==> config.mk <==
export PLATFORM = sky130hd
export DESIGN_NAME = delivery_status_frame_parser_top_flat
export DESIGN_NICKNAME = d
export VERILOG_FILES = /design/src/rtl/dsfp_pkg.sv /design/src/rtl/dsfp_if.sv /design/src/rtl/dsfp_parser.sv /design/src/rtl/dsfp_queue.sv /design/src/rtl/delivery_status_frame_parser_top.sv /design/src/flat_wrapper.sv
export SDC_FILE = /design/constraint.sdc
export NUM_CORES = 1
export LEC_CHECK = 0
export BUFFER_PORTS_ARGS = -buffer_cell sky130_fd_sc_hd__clkbuf_2
export CORE_ASPECT_RATIO = 1.4
export CORE_MARGIN = 8
export CORE_UTILIZATION = 57
export CTS_BUF_LIST = sky130_fd_sc_hd__clkbuf_4
export DETAILED_ROUTE_END_ITERATION = 12
export GPL_TIMING_DRIVEN = 0
export PLACE_DENSITY = 0.74
export SLEW_MARGIN = 10
export SYNTH_ARGS = -nofsm -noshare
export SYNTH_HDL_FRONTEND = slang
export SYNTH_SLANG_ARGS = --single-unit
==> constraint.sdc <==
create_clock -name clock -period 4.85 [get_ports clock]
set_input_delay 0.97 -clock clock [delete_from_list [all_inputs] [get_ports clock]]
set_output_delay 0.97 -clock clock [all_outputs]
set_load 0.05 [all_outputs]
==> src/rtl/dsfp_pkg.sv <==
`timescale 1ns / 1ps

package dsfp_pkg;

   localparam int unsigned MinFrameBytes = 6;
   localparam int unsigned PosWidth      = 3;
   localparam int unsigned CsrIndexWidth = 2;
   localparam int unsigned CsrDataWidth  = 8;

   // register indexes
   localparam logic [CsrIndexWidth-1:0] CSR_FRAME_TYPE     = 2'd0;
   localparam logic [CsrIndexWidth-1:0] CSR_MAX_LOST       = 2'd1;
   localparam logic [CsrIndexWidth-1:0] CSR_MAX_DELIVERED  = 2'd2;

   // result tags
   localparam logic [3:0] TAG_FINAL_FRAME     = 4'd0;
   localparam logic [3:0] TAG_BUFFER_SIZE     = 4'd1;
   localparam logic [3:0] TAG_DATA_RATE       = 4'd2;
   localparam logic [3:0] TAG_LOST_COUNT      = 4'd3;
   localparam logic [3:0] TAG_LOST_START      = 4'd4;
   localparam logic [3:0] TAG_LOST_END        = 4'd5;
   localparam logic [3:0] TAG_HIGHEST_DLV     = 4'd6;
   localparam logic [3:0] TAG_HIGHEST_TX      = 4'd7;
   localparam logic [3:0] TAG_CAUSE           = 4'd8;
   localparam logic [3:0] TAG_DLV_RETX        = 4'd9;
   localparam logic [3:0] TAG_RETX            = 4'd10;
   localparam logic [3:0] TAG_DLV_COUNT       = 4'd11;
   localparam logic [3:0] TAG_DLV_START       = 4'd12;
   localparam logic [3:0] TAG_DLV_END         = 4'd13;
   localparam logic [3:0] TAG_END_STATUS      = 4'd14;

   // end status codes
   localparam logic [2:0] ST_OK          = 3'd0;
   localparam logic [2:0] ST_TOO_SHORT   = 3'd1;
   localparam logic [2:0] ST_WRONG_TYPE  = 3'd2;
   localparam logic [2:0] ST_TRUNCATED   = 3'd3;
   localparam logic [2:0] ST_TOO_MANY    = 3'd4;

   typedef enum logic [3:0] {
      SEC_HDR0  = 4'd0,
      SEC_HDR1  = 4'd1,
      SEC_BUF   = 4'd2,
      SEC_RATE  = 4'd3,
      SEC_LCNT  = 4'd4,
      SEC_LPAIR = 4'd5,
      SEC_HDSN  = 4'd6,
      SEC_HTSN  = 4'd7,
      SEC_CAUSE = 4'd8,
      SEC_DRSN  = 4'd9,
      SEC_RSN   = 4'd10,
      SEC_DCNT  = 4'd11,
      SEC_DPAIR = 4'd12,
      SEC_DONE  = 4'd13,
      SEC_STOP  = 4'd14
   } sec_type;

   typedef struct packed {
      logic [3:0]  expected_frame_type;
      logic [7:0]  max_lost_ranges;
      logic [7:0]  max_delivered_ranges;
   } cfg_type;

   typedef struct packed {
      logic [3:0]  tag;
      logic [31:0] value;
      logic [7:0]  range_index;
      logic [2:0]  status;
      logic        frame_end;
   } rsp_type;

   typedef struct packed {
      logic [1:0] count;
      rsp_type    first;
      rsp_type    second;
   } push_type;

   function automatic logic sec_present(input sec_type s, input logic [8:0] flags);
      logic p;
      p = 1'b0;
      case (s)
         SEC_BUF:   p = 1'b1;
         SEC_RATE:  p = flags[7];
         SEC_LCNT:  p = flags[0];
         SEC_HDSN:  p = flags[2];
         SEC_HTSN:  p = flags[3];
         SEC_CAUSE: p = flags[4];
         SEC_DRSN:  p = flags[5];
         SEC_RSN:   p = flags[6];
         SEC_DCNT:  p = flags[8];
         default:   p = 1'b0;
      endcase
      return p;
   endfunction

   // first present section after s, else done
   function automatic sec_type next_section(input sec_type s, input logic [8:0] flags);
      sec_type r;
      r = SEC_DONE;
      for (int i = int'(SEC_DPAIR); i >= int'(SEC_BUF); i--) begin
         if (4'(i) > s && sec_present(sec_type'(4'(i)), flags)) begin
            r = sec_type'(4'(i));
         end
      end
      return r;
   endfunction

   function automatic logic [2:0] field_len(input sec_type s);
      logic [2:0] n;
      case (s)
         SEC_BUF, SEC_RATE: n = 3'd4;
         SEC_CAUSE:         n = 3'd1;
         default:           n = 3'd3;
      endcase
      return n;
   endfunction

   function automatic logic [3:0] field_tag(input sec_type s);
      logic [3:0] t;
      case (s)
         SEC_BUF:   t = TAG_BUFFER_SIZE;
         SEC_RATE:  t = TAG_DATA_RATE;
         SEC_HDSN:  t = TAG_HIGHEST_DLV;
         SEC_HTSN:  t = TAG_HIGHEST_TX;
         SEC_CAUSE: t = TAG_CAUSE;
         SEC_DRSN:  t = TAG_DLV_RETX;
         default:   t = TAG_RETX;
      endcase
      return t;
   endfunction

endpackage

==> src/rtl/dsfp_if.sv <==
`timescale 1ns / 1ps

interface dsfp_req_if;
   logic       valid;
   logic       ready;
   logic [7:0] data_byte;
   logic       last_byte;

   modport source (output valid, output data_byte, output last_byte, input ready);
   modport sink   (input valid, input data_byte, input last_byte, output ready);
endinterface

interface dsfp_rsp_if;
   logic        valid;
   logic        ready;
   logic [3:0]  tag;
   logic [31:0] value;
   logic [7:0]  range_index;
   logic [2:0]  status;
   logic        frame_end;

   modport source (output valid, output tag, output value, output range_index,
                   output status, output frame_end, input ready);
   modport sink   (input valid, input tag, input value, input range_index,
                   input status, input frame_end, output ready);
endinterface

==> src/rtl/dsfp_parser.sv <==
`timescale 1ns / 1ps

module dsfp_parser
   import dsfp_pkg::*;
(
   input  logic       clock,
   input  logic       reset,
   input  logic       accept,
   input  logic [7:0] data_byte,
   input  logic       last_byte,
   input  cfg_type    cfg,
   output push_type   push
);

   logic [PosWidth-1:0] pos_ff, pos_in;
   logic [8:0]          flags_ff, flags_in;
   sec_type             sec_ff, sec_in;
   logic [2:0]          cnt_ff, cnt_in;
   logic [31:0]         acc_ff, acc_in;
   logic [7:0]          left_ff, left_in;
   logic [7:0]          rc_ff, rc_in;
   logic                eop_ff, eop_in;
   logic [2:0]          err_ff, err_in;

   logic [31:0] acc_shift;
   logic [2:0]  cnt_inc;
   logic [7:0]  left_dec;
   logic [7:0]  limit;
   logic        is_lost;
   logic        field_v;
   rsp_type     field_r;
   rsp_type     end_r;
   logic [2:0]  st;

   always_comb begin
      pos_in   = pos_ff;
      flags_in = flags_ff;
      sec_in   = sec_ff;
      cnt_in   = cnt_ff;
      acc_in   = acc_ff;
      left_in  = left_ff;
      rc_in    = rc_ff;
      eop_in   = eop_ff;
      err_in   = err_ff;
      field_v  = 1'b0;
      field_r  = '0;
      end_r    = '0;
      st       = ST_OK;
      push     = '0;

      acc_shift = {acc_ff[23:0], data_byte};
      cnt_inc   = cnt_ff + 3'd1;
      left_dec  = left_ff - 8'd1;
      is_lost   = (sec_ff == SEC_LCNT) || (sec_ff == SEC_LPAIR);
      limit     = is_lost ? cfg.max_lost_ranges : cfg.max_delivered_ranges;

      unique case (sec_ff)
         SEC_HDR0: begin
            flags_in = {5'd0, data_byte[3:0]};
            if (data_byte[7:4] != cfg.expected_frame_type) begin
               err_in = ST_WRONG_TYPE;
               sec_in = SEC_STOP;
            end else begin
               sec_in = SEC_HDR1;
            end
         end
         SEC_HDR1: begin
            flags_in        = {data_byte[4:0], flags_ff[3:0]};
            field_v         = 1'b1;
            field_r.tag     = TAG_FINAL_FRAME;
            field_r.value   = {31'd0, flags_ff[1]};
            sec_in          = next_section(SEC_HDR1, flags_in);
            cnt_in          = '0;
            acc_in          = '0;
         end
         SEC_BUF, SEC_RATE, SEC_HDSN, SEC_HTSN, SEC_CAUSE, SEC_DRSN, SEC_RSN: begin
            if (cnt_inc >= field_len(sec_ff)) begin
               field_v       = 1'b1;
               field_r.tag   = field_tag(sec_ff);
               field_r.value = acc_shift;
               sec_in        = next_section(sec_ff, flags_ff);
               cnt_in        = '0;
               acc_in        = '0;
            end else begin
               cnt_in = cnt_inc;
               acc_in = acc_shift;
            end
         end
         SEC_LCNT, SEC_DCNT: begin
            if (data_byte > limit) begin
               err_in = ST_TOO_MANY;
               sec_in = SEC_STOP;
            end else begin
               field_v       = 1'b1;
               field_r.tag   = is_lost ? TAG_LOST_COUNT : TAG_DLV_COUNT;
               field_r.value = {24'd0, data_byte};
               left_in       = data_byte;
               rc_in         = '0;
               eop_in        = 1'b0;
               cnt_in        = '0;
               acc_in        = '0;
               // an empty list skips its pair section
               if (data_byte == 8'd0) begin
                  sec_in = next_section(sec_type'(sec_ff + 4'd1), flags_ff);
               end else begin
                  sec_in = sec_type'(sec_ff + 4'd1);
               end
            end
         end
         SEC_LPAIR, SEC_DPAIR: begin
            if (cnt_inc >= 3'd3) begin
               field_v             = 1'b1;
               field_r.tag         = (is_lost ? TAG_LOST_START : TAG_DLV_START)
                                     + {3'd0, eop_ff};
               field_r.value       = acc_shift;
               field_r.range_index = rc_ff;
               cnt_in              = '0;
               acc_in              = '0;
               if (eop_ff) begin
                  eop_in  = 1'b0;
                  rc_in   = rc_ff + 8'd1;
                  left_in = left_dec;
                  if (left_dec == 8'd0) begin
                     sec_in = next_section(sec_ff, flags_ff);
                  end
               end else begin
                  eop_in = 1'b1;
               end
            end else begin
               cnt_in = cnt_inc;
               acc_in = acc_shift;
            end
         end
         default: begin
         end
      endcase

      // count bytes, hold once the minimum length is reached
      if (pos_ff != PosWidth'(MinFrameBytes)) begin
         pos_in = pos_ff + PosWidth'(1);
      end

      if (pos_in < PosWidth'(MinFrameBytes)) begin
         st = ST_TOO_SHORT;
      end else if (err_in != ST_OK) begin
         st = err_in;
      end else if (sec_in != SEC_DONE) begin
         st = ST_TRUNCATED;
      end else begin
         st = ST_OK;
      end
      end_r.tag       = TAG_END_STATUS;
      end_r.status    = st;
      end_r.frame_end = 1'b1;

      if (accept) begin
         if (last_byte) begin
            if (field_v) begin
               push.count  = 2'd2;
               push.first  = field_r;
               push.second = end_r;
            end else begin
               push.count = 2'd1;
               push.first = end_r;
            end
         end else if (field_v) begin
            push.count = 2'd1;
            push.first = field_r;
         end
      end

      // clear frame state after the last byte
      if (last_byte) begin
         pos_in   = '0;
         flags_in = '0;
         sec_in   = SEC_HDR0;
         cnt_in   = '0;
         acc_in   = '0;
         left_in  = '0;
         rc_in    = '0;
         eop_in   = 1'b0;
         err_in   = ST_OK;
      end
   end

   always_ff @(posedge clock) begin
      if (reset) begin
         pos_ff   <= '0;
         flags_ff <= '0;
         sec_ff   <= SEC_HDR0;
         cnt_ff   <= '0;
         acc_ff   <= '0;
         left_ff  <= '0;
         rc_ff    <= '0;
         eop_ff   <= 1'b0;
         err_ff   <= ST_OK;
      end else if (accept) begin
         pos_ff   <= pos_in;
         flags_ff <= flags_in;
         sec_ff   <= sec_in;
         cnt_ff   <= cnt_in;
         acc_ff   <= acc_in;
         left_ff  <= left_in;
         rc_ff    <= rc_in;
         eop_ff   <= eop_in;
         err_ff   <= err_in;
      end
   end

endmodule

==> src/rtl/dsfp_queue.sv <==
`timescale 1ns / 1ps

module dsfp_queue
   import dsfp_pkg::*;
(
   input  logic     clock,
   input  logic     reset,
   input  push_type push,
   output logic     room,
   output logic     out_valid,
   input  logic     out_ready,
   output rsp_type  out_item
);

   rsp_type    entry_ff [4];
   logic [1:0] wr_ptr_ff, wr_ptr_in;
   logic [1:0] rd_ptr_ff, rd_ptr_in;
   logic [2:0] count_ff, count_in;
   logic       pop;

   assign out_valid = (count_ff != 3'd0);
   assign out_item  = entry_ff[rd_ptr_ff];
   // two free slots cover the worst case of two results per byte
   assign room      = (count_ff <= 3'd2);
   assign pop       = out_valid && out_ready;

   always_comb begin
      wr_ptr_in = wr_ptr_ff + push.count;
      rd_ptr_in = rd_ptr_ff + {1'b0, pop};
      count_in  = count_ff + {1'b0, push.count} - {2'd0, pop};
   end

   always_ff @(posedge clock) begin
      if (push.count != 2'd0) begin
         entry_ff[wr_ptr_ff] <= push.first;
      end
      if (push.count == 2'd2) begin
         entry_ff[wr_ptr_ff + 2'd1] <= push.second;
      end
   end

   always_ff @(posedge clock) begin
      if (reset) begin
         wr_ptr_ff <= '0;
         rd_ptr_ff <= '0;
         count_ff  <= '0;
      end else begin
         wr_ptr_ff <= wr_ptr_in;
         rd_ptr_ff <= rd_ptr_in;
         count_ff  <= count_in;
      end
   end

endmodule

==> src/rtl/delivery_status_frame_parser_top.sv <==
`timescale 1ns / 1ps

// channel   dir  handshake      payload
// req_chan  in   valid/ready    data_byte[7:0], last_byte
// rsp_chan  out  valid/ready    tag[3:0], value[31:0], range_index[7:0], status[2:0], frame_end
// csr_*     in   csr_we         csr_index[1:0], csr_wdata[7:0]
//
// One byte per cycle while input ready is high: each byte is parsed in the cycle
// it is accepted and its results (one field, plus the end status on the last
// byte) land in a four-entry result queue. The queue drains one result per cycle
// while rsp_chan.ready is high, so the two results of one byte leave one after the
// other. Input ready drops while fewer than two queue slots are free. Reset is
// synchronous, clears the frame state and the queue and sets the registers to defaults.

module delivery_status_frame_parser_top
   import dsfp_pkg::*;
(
   input  logic                     clock,
   input  logic                     reset,
   dsfp_req_if.sink                 req_chan,
   dsfp_rsp_if.source               rsp_chan,
   input  logic                     csr_we,
   input  logic [CsrIndexWidth-1:0] csr_index,
   input  logic [CsrDataWidth-1:0]  csr_wdata
);

   cfg_type  cfg_ff;
   push_type push;
   logic     room;
   logic     accept;
   rsp_type  out_item;

   assign req_chan.ready = room;
   assign accept         = req_chan.valid && room;

   always_ff @(posedge clock) begin
      if (reset) begin
         cfg_ff.expected_frame_type  <= 4'd1;
         cfg_ff.max_lost_ranges      <= 8'd255;
         cfg_ff.max_delivered_ranges <= 8'd255;
      end else if (csr_we) begin
         unique case (csr_index)
            CSR_FRAME_TYPE:    cfg_ff.expected_frame_type  <= csr_wdata[3:0];
            CSR_MAX_LOST:      cfg_ff.max_lost_ranges      <= csr_wdata;
            CSR_MAX_DELIVERED: cfg_ff.max_delivered_ranges <= csr_wdata;
            default: begin
            end
         endcase
      end
   end

   dsfp_parser u_parser (
      .clock     (clock),
      .reset     (reset),
      .accept    (accept),
      .data_byte (req_chan.data_byte),
      .last_byte (req_chan.last_byte),
      .cfg       (cfg_ff),
      .push      (push)
   );

   dsfp_queue u_queue (
      .clock     (clock),
      .reset     (reset),
      .push      (push),
      .room      (room),
      .out_valid (rsp_chan.valid),
      .out_ready (rsp_chan.ready),
      .out_item  (out_item)
   );

   assign rsp_chan.tag         = out_item.tag;
   assign rsp_chan.value       = out_item.value;
   assign rsp_chan.range_index = out_item.range_index;
   assign rsp_chan.status      = out_item.status;
   assign rsp_chan.frame_end   = out_item.frame_end;

endmodule
==> src/flat_wrapper.sv <==
// flat-port wrapper written by rule: the top's interface ports become plain ports
module delivery_status_frame_parser_top_flat import dsfp_pkg::*;
  (clock, reset, csr_we, csr_index, csr_wdata, req_chan_valid, req_chan_data_byte, req_chan_last_byte, req_chan_ready, rsp_chan_valid, rsp_chan_tag, rsp_chan_value, rsp_chan_range_index, rsp_chan_status, rsp_chan_frame_end, rsp_chan_ready);
  dsfp_req_if req_chan_i ();
  dsfp_rsp_if rsp_chan_i ();
  input  logic clock;
  input  logic reset;
  input  logic csr_we;
  input  logic [CsrIndexWidth-1:0] csr_index;
  input  logic [CsrDataWidth-1:0] csr_wdata;
  input wire logic [$bits(req_chan_i.valid)-1:0] req_chan_valid;
  input wire logic [$bits(req_chan_i.data_byte)-1:0] req_chan_data_byte;
  input wire logic [$bits(req_chan_i.last_byte)-1:0] req_chan_last_byte;
  output wire logic [$bits(req_chan_i.ready)-1:0] req_chan_ready;
  output wire logic [$bits(rsp_chan_i.valid)-1:0] rsp_chan_valid;
  output wire logic [$bits(rsp_chan_i.tag)-1:0] rsp_chan_tag;
  output wire logic [$bits(rsp_chan_i.value)-1:0] rsp_chan_value;
  output wire logic [$bits(rsp_chan_i.range_index)-1:0] rsp_chan_range_index;
  output wire logic [$bits(rsp_chan_i.status)-1:0] rsp_chan_status;
  output wire logic [$bits(rsp_chan_i.frame_end)-1:0] rsp_chan_frame_end;
  input wire logic [$bits(rsp_chan_i.ready)-1:0] rsp_chan_ready;
  assign req_chan_i.valid = req_chan_valid;
  assign req_chan_i.data_byte = req_chan_data_byte;
  assign req_chan_i.last_byte = req_chan_last_byte;
  assign req_chan_ready = req_chan_i.ready;
  assign rsp_chan_valid = rsp_chan_i.valid;
  assign rsp_chan_tag = rsp_chan_i.tag;
  assign rsp_chan_value = rsp_chan_i.value;
  assign rsp_chan_range_index = rsp_chan_i.range_index;
  assign rsp_chan_status = rsp_chan_i.status;
  assign rsp_chan_frame_end = rsp_chan_i.frame_end;
  assign rsp_chan_i.ready = rsp_chan_ready;
  delivery_status_frame_parser_top u_core (.clock(clock), .reset(reset), .req_chan(req_chan_i), .rsp_chan(rsp_chan_i), .csr_we(csr_we), .csr_index(csr_index), .csr_wdata(csr_wdata));
endmodule
Word-level counts from Yosys, hierarchy flattened. Memory sizes are Yosys's and may differ from the RTL's. A register that Yosys moved wholly into a read port is not among the register bits. Index checks and enable logic that the tools add are counted.

Eq/ne operators: 22. Reductions and logical operators: 59. Multiplexer cells: 214. Add/subtract/negate cells: 11. Order comparisons: 27.

Operators with widths (number): 4-bit two-way mux (49); 36-bit case mux with 4 select lines (1); 1-bit two-way mux (114); 50-bit two-way mux (2); 98-bit two-way mux (1); 24-bit two-way mux (4); 48-bit two-way mux (2); 24-bit case mux with 4 select lines (1); 8-bit two-way mux (10); 36-bit two-way mux (2); 49-bit two-way mux (1); 44-bit two-way mux (1); 4-bit > comparator, first input constant (10); 3-bit two-way mux (13); 1-bit logical AND (35); 3-bit by 4-bit > comparator with 1-bit output, first input constant (8); 8-bit case mux with 2 select lines (2); 4-bit case mux with 6 select lines (1); 4-bit equality test, second input constant (5); 4-bit case mux with 5 select lines (1); 9-bit case mux with 2 select lines (1); 4-bit by 3-bit equality test with 1-bit output, second input constant (4); 2-bit by 4-bit > comparator with 1-bit output, first input constant (4); 8-bit logical NOT (2); other kinds (41) (59).

Input port bits: 24. Memories kept: 1. Output and inout bits: 50. RAM bits: 192. Logic and storage cells: 350. Bits in registers: 90.

Memory list: u_core.u_queue.entry_ff (depth 4, width 48, rd ports 1, clocked after memory_dff 1, wr ports 2, line dsfp_queue.sv:15) `rsp_type entry_ff [4];`.

Depth between registers and ports, before layout.
Depth after elaboration: 32. Gate-level depth with buffers: 24. Mapped depth without buffers: 21.

Hierarchy. From an unflattened synthesis, not the netlist that was laid out.

Cells, all modules: 1282. Area, all modules: 15765.1 um^2.

By module, submodules not included: dsfp_queue (area an instance 9768.1 um^2, seq. area each 5905.7 um^2, cells each 510, instances 1); dsfp_parser (area an instance 5187.5 um^2, seq. area each 1261.2 um^2, cells each 692, instances 1); delivery_status_frame_parser_top (area an instance 809.5 um^2, seq. area each 400.4 um^2, cells each 80, instances 1).

Worst setup path before layout. OpenSTA, ideal clock, no wires.

Kind: reg2reg. Start point: reg u_core.u_parser.sec_ff[0]. End point: mem u_core.u_queue.entry_ff[0][0] in the netlist's numbering, enable pin. Stages on the path, launching flop included: 21. Buffers on the path: 4. Arrival: 4.728 ns. Library setup time: 0.319 ns. Data required time: 4.531 ns. Slack: -0.197 ns. Clock period less this slack: 5.047 ns. Path through: dfxtp_1 -> clkbuf_1 -> inv_1 -> ha_1 -> buf_2 -> o21ai_1 -> mux2_2 -> ha_1 -> nor2b_1 -> o211ai_1 -> a21o_1 -> a21o_1 -> nand2_1 -> nand3_1 -> ha_1 -> clkbuf_1 -> o21ai_1 -> nor3_1 -> nor2_1 -> clkbuf_1 -> inv_1.

RTL lines: from (decl) (line dsfp_parser.sv:17) `sec_type sec_ff, sec_in;`; from (signal assigned) (line dsfp_parser.sv:200) `sec_ff <= sec_in;`; to (decl) (line dsfp_queue.sv:15).

==> impl_metrics.env <==
export IMPL_status="finished clean"
export IMPL_p_seq_frac=0.396
export IMPL_slowest_stage="nor3_1"
export IMPL_worstHoldPathType="reg -> reg"
export IMPL_wl_per_cell_um=22.11
export IMPL_end_kind="flop"
export IMPL_power_total_mw=6.410
export IMPL_antenna_found_initial=1
export IMPL_fmax_mhz=214.1
export IMPL_rsz0062_at_grt="true"
export IMPL_die_h_um=194.3
export IMPL_maxCapViolations=0
export IMPL_cts_hold_buf=0
export IMPL_crit_chain="buf_6 -> clkinvlp_4 -> ha_1 -> clkbuf_1 -> nor3_1 -> nor3_1 -> ha_1 -> a21o_1 -> a31o_2 -> a21oi_1 -> nand3_2 -> ha_4 -> o21ai_4 -> nor2_2 -> nor2_4 -> clkbuf_2 -> inv_1"
export IMPL_final_nets=1447
export IMPL_drive_gt1_frac=0.2039
export IMPL_place_area_sq_mm=0.01368
export IMPL_clock_sinks=282
export IMPL_fp_dieW_um=143.3
export IMPL_synthesis_instances=1242
export IMPL_fin_worst_skew_ps=39.04
export IMPL_worstPathArrival_ps=5020
export IMPL_cts_tree="built"
export IMPL_cts_made_buffers=69
export IMPL_synth_edf_count=28
export IMPL_cts_max_level=3
export IMPL_p_sw_frac=0.3679
export IMPL_grt_pass1_vias=11619
export IMPL_slowest_delay_ps=420
export IMPL_start_util=0.5764
export IMPL_p_switching_mw=2.358
export IMPL_syn_area_sq_mm=0.01294
export IMPL_leakage_nw=5.414
export IMPL_gr_total_overflow=0
export IMPL_timing_final_crit_period_ps=4671
export IMPL_drc_errors=0
export IMPL_wl_mm=38.57
export IMPL_pwr_share_comb=0.304
export IMPL_synth_area_per_cell_sq_um=10.42
export IMPL_place_congestion=0.9527
export IMPL_vias=11322
export IMPL_finalCritPeriodShare=0.9631
export IMPL_critical_path_top_delay_family="simple AND/OR/NAND/NOR gates"
export IMPL_grtUsageTotal=0.2736
export IMPL_finalSetupViolCount=0
export IMPL_row_count=65
export IMPL_grt_pass1_wl_mm=60.45
export IMPL_first_pass_iters=6
export IMPL_io_pin_count=74
export IMPL_path_clk_slew_ps=70
export IMPL_yosysWarnings=0
export IMPL_dpl_hpwl_mm=27.70
export IMPL_core_sq_mm=0.02245
export IMPL_cp_data_required_time_ps=5200
export IMPL_p_int_mw=4.052
export IMPL_synth_seq_area_share=0.4580
export IMPL_synth_flop_cell="dfxtp_1"
export IMPL_seqCellArea_sq_mm=0.005933
export IMPL_relSlewSlack=0.3403
export IMPL_cp_max_fo=10
export IMPL_root_buffer="clkbuf_4"
export IMPL_critPathLaunchType="flop"
export IMPL_post_route_cell_area_sq_mm=0.01474
export IMPL_ir_drop_v=0.0003583
export IMPL_grt_max_degree=11
export IMPL_area_delta_synth_final_pct=13.96
export IMPL_drtAntennaViolNets=0
export IMPL_drv_slew=0
export IMPL_clock_insertion_delay_worst_skew_ps=690
export IMPL_portBuffers=73
export IMPL_synth_distinct_cells=76
export IMPL_clockBufferDepth=3
export IMPL_drtIter0Drc=1003
export IMPL_ys_ff_latch=282
export IMPL_critPathKind="reg -> reg"
export IMPL_vias_per_cell=6.492
export IMPL_fill_cells=1853
export IMPL_path_buf_inv=5
export IMPL_dieArea_sq_mm=0.02784
export IMPL_finalHoldViolations=0
export IMPL_syn_nets=1297
export IMPL_synthArstFlopShare=0
export IMPL_worst_pin_slew_ps=989.5
export IMPL_multi_input_area_sq_mm=0.006590
export IMPL_p_clk_frac=0.299
export IMPL_power_density_mw_per_mm2=434.8
## state kept, by name, summed over array words and instances, names as in the netlist, 3 cells and up
name,count
u_core.u_parser.err_ff,3
u_core.u_parser.sec_ff,4
u_core.u_parser.flags_ff,9
u_core.u_parser.pos_ff,3
u_core.u_parser.left_ff,8
u_core.u_queue.entry_ff,192
u_core.cfg_ff,20
u_core.u_parser.cnt_ff,3
u_core.u_parser.rc_ff,8
u_core.u_queue.count_ff,3
u_core.u_parser.acc_ff,24
## Yosys cell counts, drive strengths merged (7+ instances only)
master   number  area share
a21o          7      0.0041
a21oi        54       0.021
a22o          9      0.0061
a22oi        30       0.017
a31oi        10      0.0048
a32o        156        0.12
buf          30       0.011
clkbuf       75       0.022
dfxtp       254        0.39
edfxtp       28       0.065
ha           30       0.029
inv          30      0.0087
mux2i        13       0.010
mux4         48       0.084
nand2        77       0.022
nand2b        8      0.0039
nand3        30       0.012
nor2        112       0.032
nor2b        13      0.0069
nor3         21      0.0081
nor4          9      0.0048
o211ai        9      0.0056
o21ai        47       0.018
o2bb2ai       9      0.0061
o31ai        13      0.0083
or2          10      0.0048
or3           7      0.0034
xnor2        12      0.0081
## power by group through the flow
stage                     combinational (mW)  sequential (mW)  clock [mW]
after floorplan                         1.34             2.56           0
after global placement                  1.83             2.58           0
after detailed placement                1.84             2.59           0
after CTS                               1.90             2.53        1.95
after global routing                    2.09             2.55        2.07
final                                   1.95             2.54        1.92
## path summary, 6_finish.rpt
kind / startpoint / slack, ps / cells after the start / end
worst min register to register: u_core.u_queue.entry_ff[3][9] / 460 / 1 / u_core.u_queue.entry_ff[3][9]
worst max register to register: u_core.u_parser.sec_ff[0] / 180 / 17 / u_core.u_queue.entry_ff[2][0]
worst min-delay path: u_core.u_queue.entry_ff[3][9] / 460 / 1 / u_core.u_queue.entry_ff[3][9]
worst max-delay path: u_core.u_parser.sec_ff[0] / 180 / 17 / u_core.u_queue.entry_ff[2][0]
## logic make-up after synthesis
logic type	share of synthesized area
AOI/OAI and AO/OA	0.2390
xor gates and xnor gates	0.01083
adders and majority gates	0.03056
buffers and inverters	0.04120
DFF	0.4580
muxes	0.09449
and+or+nand+nor	0.1259
## metrics by stage
| stage | worst slack (ps) | utilization | hold WS (ps) | instances | TNS [ps] |
|---|---|---|---|---|---|
| floorplan | 16.26 | - | 435.1 | 1242 | 0 |
| global placement | -1703 | 0.6096 | 441.6 | 1616 | -262180 |
| detailed placement | -1710 | 0.6096 | 450.6 | 1616 | -270650 |
| CTS | 9.638 | 0.6528 | 465.9 | 1740 | 0 |
| global route | -26.23 | 0.6568 | 471.2 | 1744 | -148.1 |
| finish | 178.9 | 0.6568 | 464.4 | 1744 | 0 |
## layer usage
metal,global-route usage,vias to the layer above,part of all wire
met5,0,-,0
met4,0.1571,0,0.050
met3,0.05126,139,0.074
met2,0.4854,493,0.51
met1,0.2956,5517,0.36
li1,-,5173,-
## final cells by class
type,instances,share of cell area
multi-input combinational,825,0.4470
clock buffer,95,0.04837
tap,301,0.02555
inverter,30,0.007893
antenna,1,0.0001697
timing repair buffer,80,0.02919
sequential,282,0.4024
clock inverter,26,0.009081
buffer,104,0.03030
## layout by cell type (no fill, tap or decap), drive strengths merged, types with 10 or more instances in the layout
master	count
nor2b	13
a31oi	10
clkinv	21
a22oi	30
or2	10
nor3	21
edfxtp	28
a32o	156
nor2	112
o31ai	13
nand3	30
o21ai	47
dfxtp	254
xnor2	12
ha	30
nand2	77
mux4	48
inv	31
a21oi	54
clkbuf	241
buf	38
mux2i	13
## timing repair
item / 4_1_cts / 5_1_grt
setup buffers: 4 / 3
pin swaps: 2 / 1
gates resized for setup: 24 / 23
setup endpoints to repair: 257 / 167
No activity file was read; power rests on OpenSTA's default activity.
